===== src/hw/rtl/b2f8_pkg.sv =====
`default_nettype none
// ----------------------------------------------------------------------------
// b2f8_pkg: shared types and constants
// Format constants for the bfloat16 to fp8 (e4m3, bias 7) converter and the
// result bundle passed from the conversion core to the top level.
// ----------------------------------------------------------------------------
package b2f8_pkg;

   localparam int unsigned BF16_W = 16;
   localparam int unsigned FP8_W  = 8;

   localparam logic [7:0] BF16_EXP_SPECIAL = 8'hFF;
   localparam logic [7:0] EXP_ZERO_MAX     = 8'h74;  // at or below: flush to zero
   localparam logic [7:0] EXP_OVF_MIN      = 8'h87;  // at or above: infinity
   localparam logic [7:0] EXP_NORM_MIN     = 8'h79;  // smallest fp8 normal exponent
   localparam logic [7:0] EXP_REBIAS       = 8'd120; // 127 - 7
   localparam logic [7:0] SUB_SHIFT_BASE   = 8'd125; // shift = 125 - exp for subnormals
   localparam logic [3:0] NORM_SHIFT       = 4'd4;
   localparam logic [6:0] FP8_INF_MAG      = 7'h78;
   localparam logic [7:0] NAN_PATTERN_RST  = 8'h7C;

   typedef struct packed {
      logic [FP8_W-1:0] fp8;
      logic             inexact;
      logic             underflow;
      logic             overflow;
      logic             invalid;
   } b2f8_result_type;

endpackage : b2f8_pkg
`default_nettype wire


===== src/hw/rtl/b2f8_core.sv =====
`default_nettype none
// ----------------------------------------------------------------------------
// b2f8_core: bfloat16 to fp8 conversion datapath
// Combinational: classifies the input, aligns and rounds the significand to
// nearest even, and builds the fp8 word with its exception flags.
// ----------------------------------------------------------------------------
module b2f8_core (
   input  wire logic [b2f8_pkg::BF16_W-1:0] bf16,
   input  wire logic [b2f8_pkg::FP8_W-1:0]  nan_pattern,
   output b2f8_pkg::b2f8_result_type        result
);
   import b2f8_pkg::*;

   logic        sgn;
   logic [7:0]  exp_b;
   logic [6:0]  frac;
   logic        is_normal_tgt;
   logic [7:0]  texp;
   logic [7:0]  sub_sh;
   logic [3:0]  sh;
   logic [15:0] aligned;
   logic [7:0]  kept;
   logic        round_bit;
   logic        sticky;
   logic        up;
   logic [6:0]  mag;
   logic        nx;

   assign sgn   = bf16[15];
   assign exp_b = bf16[14:7];
   assign frac  = bf16[6:0];

   always_comb begin
      is_normal_tgt = (exp_b >= EXP_NORM_MIN);
      texp          = exp_b - EXP_REBIAS;
      sub_sh        = SUB_SHIFT_BASE - exp_b;
      sh            = is_normal_tgt ? NORM_SHIFT : sub_sh[3:0];
      // significand with the hidden bit, guard bits below for round and sticky
      aligned       = {1'b1, frac, 8'h00} >> sh;
      kept          = aligned[15:8];
      round_bit     = aligned[7];
      sticky        = |aligned[6:0];
      up            = round_bit & (sticky | kept[0]);
      nx            = round_bit | sticky;
      if (is_normal_tgt) begin
         mag = {texp[3:0], kept[2:0]} + {6'd0, up};
      end else begin
         mag = kept[6:0] + {6'd0, up};
      end

      result = '0;
      if (exp_b == BF16_EXP_SPECIAL) begin
         if (frac != 7'd0) begin
            result.fp8     = nan_pattern;
            result.invalid = ~frac[6];
         end else begin
            result.fp8 = {sgn, FP8_INF_MAG};
         end
      end else if (exp_b == 8'd0 && frac == 7'd0) begin
         result.fp8 = {sgn, 7'd0};
      end else if (exp_b <= EXP_ZERO_MAX) begin
         result.fp8       = {sgn, 7'd0};
         result.inexact   = 1'b1;
         result.underflow = 1'b1;
      end else if (exp_b >= EXP_OVF_MIN || mag >= FP8_INF_MAG) begin
         result.fp8      = {sgn, FP8_INF_MAG};
         result.inexact  = 1'b1;
         result.overflow = 1'b1;
      end else begin
         result.fp8       = {sgn, mag};
         result.inexact   = nx;
         result.underflow = nx & ~is_normal_tgt;
      end
   end

endmodule : b2f8_core
`default_nettype wire


===== src/hw/rtl/bf16_to_fp8_converter_top.sv =====
`default_nettype none
// ----------------------------------------------------------------------------
// bf16_to_fp8_converter_top: bfloat16 to fp8 e4m3 converter
// Input register, conversion core, result register; one csr for the NaN word.
// ----------------------------------------------------------------------------
// path: a req beat taken into the input register moves to the result register
//   once that register is free, and can leave on rsp from then on
// throughput: one beat per cycle; the conversion sits between the input and
//   result registers; under rsp_stall both stages fill and then req_stall rises
// reset: synchronous, clears both stage valids; nan pattern returns to 0x7C
// csr writes are always ready and take effect for the next converted beat
module bf16_to_fp8_converter_top (
   input  wire logic                        clock,
   input  wire logic                        reset,
   input  wire logic                        req_valid,
   output logic                             req_stall,
   input  wire logic [b2f8_pkg::BF16_W-1:0] req_bf16_in,
   output logic                             rsp_valid,
   input  wire logic                        rsp_stall,
   output logic [b2f8_pkg::FP8_W-1:0]       rsp_fp8_out,
   output logic                             rsp_flag_inexact,
   output logic                             rsp_flag_underflow,
   output logic                             rsp_flag_overflow,
   output logic                             rsp_flag_invalid,
   input  wire logic                        csr_valid,
   output logic                             csr_ready,
   input  wire logic [b2f8_pkg::FP8_W-1:0]  csr_nan_pattern
);
   import b2f8_pkg::*;

   logic                  s1_valid_ff;
   logic                  s1_valid_in;
   logic [BF16_W-1:0]     s1_data_ff;
   logic                  s2_valid_ff;
   logic                  s2_valid_in;
   b2f8_result_type       s2_data_ff;
   b2f8_result_type       conv;
   logic [FP8_W-1:0]      nan_pattern_ff;
   logic                  s2_free;
   logic                  req_take;
   logic                  s1_move;

   assign csr_ready = 1'b1;

   assign s2_free   = ~s2_valid_ff | ~rsp_stall;
   assign req_stall = s1_valid_ff & ~s2_free;
   assign req_take  = req_valid & ~req_stall;
   assign s1_move   = s1_valid_ff & s2_free;

   assign s1_valid_in = req_take | (s1_valid_ff & ~s2_free);
   assign s2_valid_in = s2_free ? s1_valid_ff : s2_valid_ff;

   always_ff @(posedge clock) begin
      if (reset) begin
         s1_valid_ff    <= 1'b0;
         s2_valid_ff    <= 1'b0;
         nan_pattern_ff <= NAN_PATTERN_RST;
      end else begin
         s1_valid_ff <= s1_valid_in;
         s2_valid_ff <= s2_valid_in;
         if (csr_valid && csr_ready) begin
            nan_pattern_ff <= csr_nan_pattern;
         end
      end
   end

   always_ff @(posedge clock) begin
      if (req_take) begin
         s1_data_ff <= req_bf16_in;
      end
      if (s1_move) begin
         s2_data_ff <= conv;
      end
   end

   b2f8_core u_core (
      .bf16        (s1_data_ff),
      .nan_pattern (nan_pattern_ff),
      .result      (conv)
   );

   assign rsp_valid          = s2_valid_ff;
   assign rsp_fp8_out        = s2_data_ff.fp8;
   assign rsp_flag_inexact   = s2_data_ff.inexact;
   assign rsp_flag_underflow = s2_data_ff.underflow;
   assign rsp_flag_overflow  = s2_data_ff.overflow;
   assign rsp_flag_invalid   = s2_data_ff.invalid;

   // overflow and underflow both imply a rounded result
   a_ovf_inexact : assert property (@(posedge clock) disable iff (reset)
      rsp_valid |-> (!rsp_flag_overflow || rsp_flag_inexact))
      else $error("overflow without inexact");

   a_uf_inexact : assert property (@(posedge clock) disable iff (reset)
      rsp_valid |-> (!rsp_flag_underflow || rsp_flag_inexact))
      else $error("underflow without inexact");

   a_invalid_alone : assert property (@(posedge clock) disable iff (reset)
      (rsp_valid && rsp_flag_invalid) |->
         (!rsp_flag_inexact && !rsp_flag_overflow && !rsp_flag_underflow))
      else $error("invalid raised with other flags");

   a_stall_only_full : assert property (@(posedge clock) disable iff (reset)
      req_stall |-> (s1_valid_ff && s2_valid_ff && rsp_stall))
      else $error("req stalled with room in the pipeline");

   a_take_lands : assert property (@(posedge clock) disable iff (reset)
      req_take |=> s1_valid_ff)
      else $error("accepted beat lost from input stage");

endmodule : bf16_to_fp8_converter_top
`default_nettype wire


===== config.mk =====
export PLATFORM = sky130hd
export DESIGN_NAME = bf16_to_fp8_converter_top
export DESIGN_NICKNAME = d
export VERILOG_FILES = /design/src/hw/rtl/b2f8_pkg.sv /design/src/hw/rtl/b2f8_core.sv /design/src/hw/rtl/bf16_to_fp8_converter_top.sv
export SDC_FILE = /design/constraint.sdc
export NUM_CORES = 1
export LEC_CHECK = 0
export ABC_CLOCK_PERIOD_IN_PS = 4500
export BUFFER_PORTS_ARGS = -buffer_cell sky130_fd_sc_hd__buf_2
export CAP_MARGIN = 10
export CORE_MARGIN = 2
export CORE_UTILIZATION = 43
export DETAILED_ROUTE_END_ITERATION = 16
export GPL_ROUTABILITY_DRIVEN = 0
export MAX_ROUTING_LAYER = met4
export PLACE_DENSITY = 0.68
export RECOVER_POWER = 50
export SLEW_MARGIN = 40
export SYNTH_ARGS = -nofsm -noshare
export SYNTH_HDL_FRONTEND = slang
export SYNTH_SLANG_ARGS = --single-unit
export TNS_END_PERCENT = 10

===== constraint.sdc =====
create_clock -name clock -period 4.5 [get_ports clock]
set_input_delay 0.45 -clock clock [delete_from_list [all_inputs] [get_ports clock]]
set_output_delay 0.45 -clock clock [all_outputs]
set_load 0.02 [all_outputs]

==> qor.yml, run 1 <==
slew_headroom_pct: 58.3
initial_core_util_pct: 44.1
maxCapViolations: 0
p_leak_nw: 1.03
synth_cell_types: 59
rows: 26
drive_above_1_share_pct: 20.6
setup_viol: 0
yosysWarningCount: 0
dieArea_mm2: 0.00580
cts_root_buffer: "clkbuf_8"
switchingPower_uw: 223
die_h_um: 76.1
cp_max_fo: 15
fill_cells: 508
peakVddDrop_mv: 0.302
synth-seq-area-share_pct: 46.5
io_buffer_count: 42
drtAntennaViolNets: 0
drcViolationCount: 0
grt_use_total_pct: 17.4
grt_pass1_wl_um: 8040
ys_seq_elements: 38
wl_um: 4730
synth_edf_count: 28
drt-initial-drc-count: 110
netlist.top_cell.by_area: "edfxtp_1"
outcome: "complete, no violations"
tightest_slew_ns: 0.625
synth.avg_cell_area_um2: 10.0
power_frac_comb_pct: 19.4
nets: 298
grt_pass1_vias: 1736
coreArea_mm2: 0.00507
grt_max_degree: 17
pwr-share-clk_pct: 27.9
ff_latch_area_mm2: 0.00104
drt-vias-per-instance: 5.74
vias: 1935
cts_resized: 0
dpl_worst_slack_ns: 0.728
syn_inst: 223
rsz0062_at_grt: "false"
cts.clk_slew.worst_paths_ns: 0.07
synthArstFlopShare_pct: 0
multi_input_area_mm2: 0.00112
p_int_uw: 569
mostFrequentLayoutCells: "buf_2 (39), edfxtp_1 (28), nand2_1 (15)"
insertedDiodeCount: 0
cp-end-kind: "register"
syn_nets: 255
slew_violations: 0
tritoncts: "built"
fmax_ghz: 0.260
cts_setup_buffers: 0
synth_flop_cell: "edfxtp_1"
clock_latency_ns: 0.29
fin_crit_sh_pct: 85.5
cts_hold_buf: 0
cts_buffer_depth: 2
path_class: "register to register"
htreeDepth: 2
antenna_found_initial: 0
critPathLaunchType: "register"
p_per_area_mw_per_mm2: 306
hold_class: "input port to register"
io_pins: 44
fin_worst_skew_ns: 0.00495
final_common_cell: "buf_2"
syn2layout_area_growth_pct: 15.6
min_period_ns: 3.85
dieWidth_um: 76.1
hold_ws_ns: 0.334
synth_top_area_share_pct: 37.6
synth_area_leaders: "edfxtp_1 (38%), dfxtp_1 (8.9%), o21ai_0 (2.9%), mux2i_1 (2.7%), a211oi_1 (2.7%)"
finalSetupTns_ns: 0
fin_ws_ns: 0.655
netlist_area_mm2: 0.00224
arrival_ns: 3.88
required_ns: 4.54
firstDrtPassIters: 4
cts_buffers: 5
hold_viol: 0
p_sw_share_pct: 28.2
drt-wirelength-per-cell_um: 14.0
globalRoute.totalOverflow: 0
cts_sinks: 38
hpwl_um: 3610
power_frac_seq_pct: 52.7
==> registers in the layout, summed over array words and instances (netlist names) <==
register	flops
nan_pattern_ff	8
rsp_flag_overflow	1
s1_data_ff	16
rsp_fp8_out	8
rsp_flag_invalid	1
rsp_flag_underflow	1
rsp_valid	1
s1_valid_ff	1
rsp_flag_inexact	1
==> per-layer routing <==
layer / up-vias / part of all wire (%) / GRT usage (%)
met5: - / 0 / -
met4: 0 / 1.4 / 5.82
met3: 6 / 6.7 / 3.20
met2: 80 / 47 / 27.5
li1: 951 / - / -
met1: 898 / 45 / 22.6
==> final cells by class <==
cell class              count  share of cell area, %
repair buffers             45                   8.71
inverters                   7                   1.02
flip-flops and latches     38                   40.3
clock inverters             3                  0.629
multi-input cells         169                   43.3
clock buffers               5                   2.66
well taps                  70                   3.39
==> logic make-up (layout without fill, tap and decap cells) <==
| group | after synthesis | after routing | share of synthesized area, % |
|---|---|---|---|
| AO/OA/AOI/OAI | 74 | 74 | 24.5 |
| XOR/XNOR | 5 | 5 | 1.96 |
| adder cells (fa/ha/maj) | 3 | 3 | 1.68 |
| buffers and inverters | 16 | 60 | 3.36 |
| flip-flops | 38 | 38 | 46.5 |
| multiplexers | 7 | 7 | 3.19 |
| other | 1 | 1 | 0.168 |
| AND/OR/NAND/NOR | 79 | 79 | 18.6 |
==> power groups by stage <==
stage / Clock [mW] / Sequential, mW / Combinational (mW)
floorplan: 0 / 0.427 / 0.107
global placement: 0 / 0.425 / 0.154
detailed placement: 0 / 0.425 / 0.152
CTS: 0.230 / 0.417 / 0.153
global route: 0.244 / 0.421 / 0.172
finish: 0.221 / 0.418 / 0.154
==> cell usage after synthesis (3+ instances only) <==
library cell and count:
buf_2 3, dfxtp_1 10, a211o_1 5, ha_1 3, o21ai_0 13, nor4_1 5
inv_1 7, edfxtp_1 28, and2_1 3, o21a_1 3, nand2_1 15, buf_4 3
mux2i_1 6, nor2b_1 7, nor2_1 14, and3_1 7, o211a_1 3, xor2_1 4
nand3_1 10, nor3_1 5, a22oi_1 3, a21oi_1 9, a211oi_1 8
==> stage by stage <==
step | total power [mW] | cell area [um2] | utilization [%] | cells
global placement | 0.579 | 2510 | 49.4 | 329
floorplan | 0.534 | 2240 | - | 223
finish | 0.792 | 2590 | 51.0 | 337
global route | 0.837 | 2590 | 51.0 | 337
CTS | 0.801 | 2590 | 51.1 | 337
detailed placement | 0.578 | 2510 | 49.4 | 329
==> final timing paths <==
path | from | end | slack, ns | depth (start not counted)
worst max register to register | s1_data_ff[10] | rsp_fp8_out[1] | 0.65 | 11
worst min register to register | s1_valid_ff | rsp_valid | 0.49 | 2
worst max-delay path | s1_data_ff[10] | rsp_fp8_out[1] | 0.65 | 11
worst min-delay path | req_bf16_in[15] | s1_data_ff[15] | 0.33 | 1
==> worst max-delay path: stages (launching register included) <==
cell      delay (ns)
edfxtp_1        0.48
and4_1          0.37
nor2_1          0.55
o21ai_0         0.20
o21a_1          0.15
a221o_1         0.40
nor2_1          0.14
ha_1            0.21
nand3_1         0.09
xor2_1          0.19
o41a_1          0.51
a32o_1          0.29
(Power assumes the default switching activity.)
==> inputs of run 2 (changes only) <==
Settings changed: PLACE_DENSITY 0.68 to not set.
==> run 2 against run 1 <==
Routed wire length rose by 4.7%. Clock skew rose by 0.0066 ns. Setup slack improved by 0.0037 ns. Sequential cell count did not move. Largest power group unchanged. Power rose by 6.7%. Count of clock-buffer cells in the layout rose by 3. Hold slack barely moved. Design area rose by 0.97%. Highest routed layer unchanged. Die area did not move. Clock power rose by 23%. Core utilization rose by 0.49 points.
==> qor.yml, run 2 (same netlist as run 1, synthesis figures left out) <==
fin_ws_ns: 0.658  # was 0.655 ns
syn2layout_area_growth_pct: 16.7  # was 15.6%
fill_cells: 489  # was 508
htreeDepth: 2  # unchanged
cts_sinks: 38  # unchanged
die_h_um: 76.1  # unchanged
hpwl_um: 3820  # was 3610 um
drt-vias-per-instance: 5.71  # was 5.74
critPathLaunchType: "register"  # unchanged
firstDrtPassIters: 4  # unchanged
fmax_ghz: 0.260  # about the same
drt-wirelength-per-cell_um: 14.7  # was 14.0 um
clock_latency_ns: 0.28  # was 0.29 ns
fin_crit_sh_pct: 85.4  # was 85.5%
mostFrequentLayoutCells: "buf_2 (41), edfxtp_1 (28), nand2_1 (15)"  # was buf_2 (39), edfxtp_1 (28), nand2_1 (15)
cts_buffer_depth: 2  # unchanged
path_class: "register to register"  # unchanged
p_leak_nw: 1.05  # was 1.03 nW
drt-initial-drc-count: 130  # was 110
hold_class: "input port to register"  # unchanged
largest_reg_flops: 16  # unchanged
tritoncts: "built"  # unchanged
vias: 1917  # was 1935
cts_hold_buf: 0  # unchanged
tightest_slew_ns: 0.758  # was 0.625 ns
dieArea_mm2: 0.00580  # unchanged
multi_input_area_mm2: 0.00112  # about the same
setup_viol: 0  # unchanged
dpl_worst_slack_ns: 0.720  # was 0.728 ns
rows: 26  # unchanged
cts_root_buffer: "clkbuf_8"  # unchanged
ff_latch_area_mm2: 0.00104  # unchanged
peakVddDrop_mv: 0.218  # was 0.302 mV
grt_use_total_pct: 18.0  # was 17.4%
cp_slowest_stage_delay_ns: 0.55  # about the same
arrival_ns: 3.88  # about the same
globalRoute.totalOverflow: 0  # unchanged
required_ns: 4.54  # about the same
placedInstanceArea_mm2: 0.00250  # was 0.00251 mm2
insertedDiodeCount: 0  # unchanged
cts_buffers: 5  # unchanged
cts_setup_buffers: 0  # unchanged
nets: 297  # was 298
fin_area_mm2: 0.00261  # was 0.00259 mm2
final_util_pct: 51.5  # was 51.0%
largest-register: "s1_data_ff"  # unchanged
p_per_area_mw_per_mm2: 323  # was 306 mW/mm2
min_period_ns: 3.84  # was 3.85 ns
drtAntennaViolNets: 0  # unchanged
critical-path-slowest-cell: "nor2_1"  # unchanged
grt_pass1_wl_um: 8210  # was 8040 um
io_buffer_count: 42  # unchanged
worstPathCellList: "and4_1 > nor2_1 > o21ai_0 > o21a_1 > a221o_1 > nor2_1 > ha_1 > nand3_1 > xor2_1 > o41a_1 > a32o_1"  # unchanged
cts_resized: 0  # unchanged
io_pins: 44  # unchanged
initial_core_util_pct: 44.1  # unchanged
drcViolationCount: 0  # unchanged
slew_headroom_pct: 49.5  # was 58.3%
grt_pass1_vias: 1783  # was 1736
crit_path_frequent_cell: "nor2_1"  # unchanged
crit_family: "compound AO/OA/AOI/OAI gates"  # unchanged
rsz0062_at_grt: "false"  # unchanged
cp-end-kind: "register"  # unchanged
hold_viol: 0  # unchanged
outcome: "complete, no violations"  # unchanged
dieWidth_um: 76.1  # unchanged
coreArea_mm2: 0.00507  # unchanged
antenna_found_initial: 0  # unchanged
fin_worst_skew_ns: 0.0116  # was 0.00495 ns
drive_above_1_share_pct: 21.4  # was 20.6%
wl_um: 4960  # was 4730 um
slew_violations: 0  # unchanged
hold_ws_ns: 0.334  # about the same
final_common_cell: "buf_2"  # unchanged
maxCapViolations: 0  # unchanged
cp_max_fo: 15  # unchanged
finalSetupTns_ns: 0  # unchanged
cts.clk_slew.worst_paths_ns: 0.08  # was 0.07 ns
cp_num_buf_inv: 0  # unchanged
grt_max_degree: 17  # unchanged
[run 2: changes by cell type in the layout (fill, tap and decap cells not counted), sizes merged]
cell | previous run | this run
buf | 41 | 42
clkinvlp | 1 | 0
clkbuf | 9 | 10
clkinv | 2 | 0
[run 2: metal layers]
metal	up-vias	wire [um]	global-route usage [%]
met5	-	0	-
li1	954	-	-
met1	872	2220	23.0
met4	0	61	5.82
met3	8	375	3.91
met2	83	2300	28.9
[run 2: final cells by class]
class	instances	area share [%]
Clock buffer	8	4.26
Inverter	7	1.01
Timing Repair Buffer	44	8.43
Tap cell	70	3.35
Multi-Input combinational cell	169	43.1
Sequential cell	38	39.9
[run 2: final timing paths]
path / from / end / slack [ns] / cells past startpoint
min: req_bf16_in[0] / s1_data_ff[0] / 0.33 / 1
max: s1_data_ff[10] / rsp_fp8_out[2] / 0.66 / 11
min reg2reg: s1_valid_ff / rsp_valid / 0.49 / 2
max reg2reg: s1_data_ff[10] / rsp_fp8_out[2] / 0.66 / 11
[run 2: metrics by stage]
step                      cells  power [mW]
after floorplan             223       0.534
after detailed placement    328       0.580
after global routing        336       0.889
final                       336       0.845
after CTS                   336       0.853
after global placement      328       0.581
[run 2: power breakdown]
part / switching [mW] / internal (mW) / total [mW]
Clock: 0.113 / 0.158 / 0.271
Sequential: 0.0178 / 0.400 / 0.418
Combinational: 0.0928 / 0.0630 / 0.156
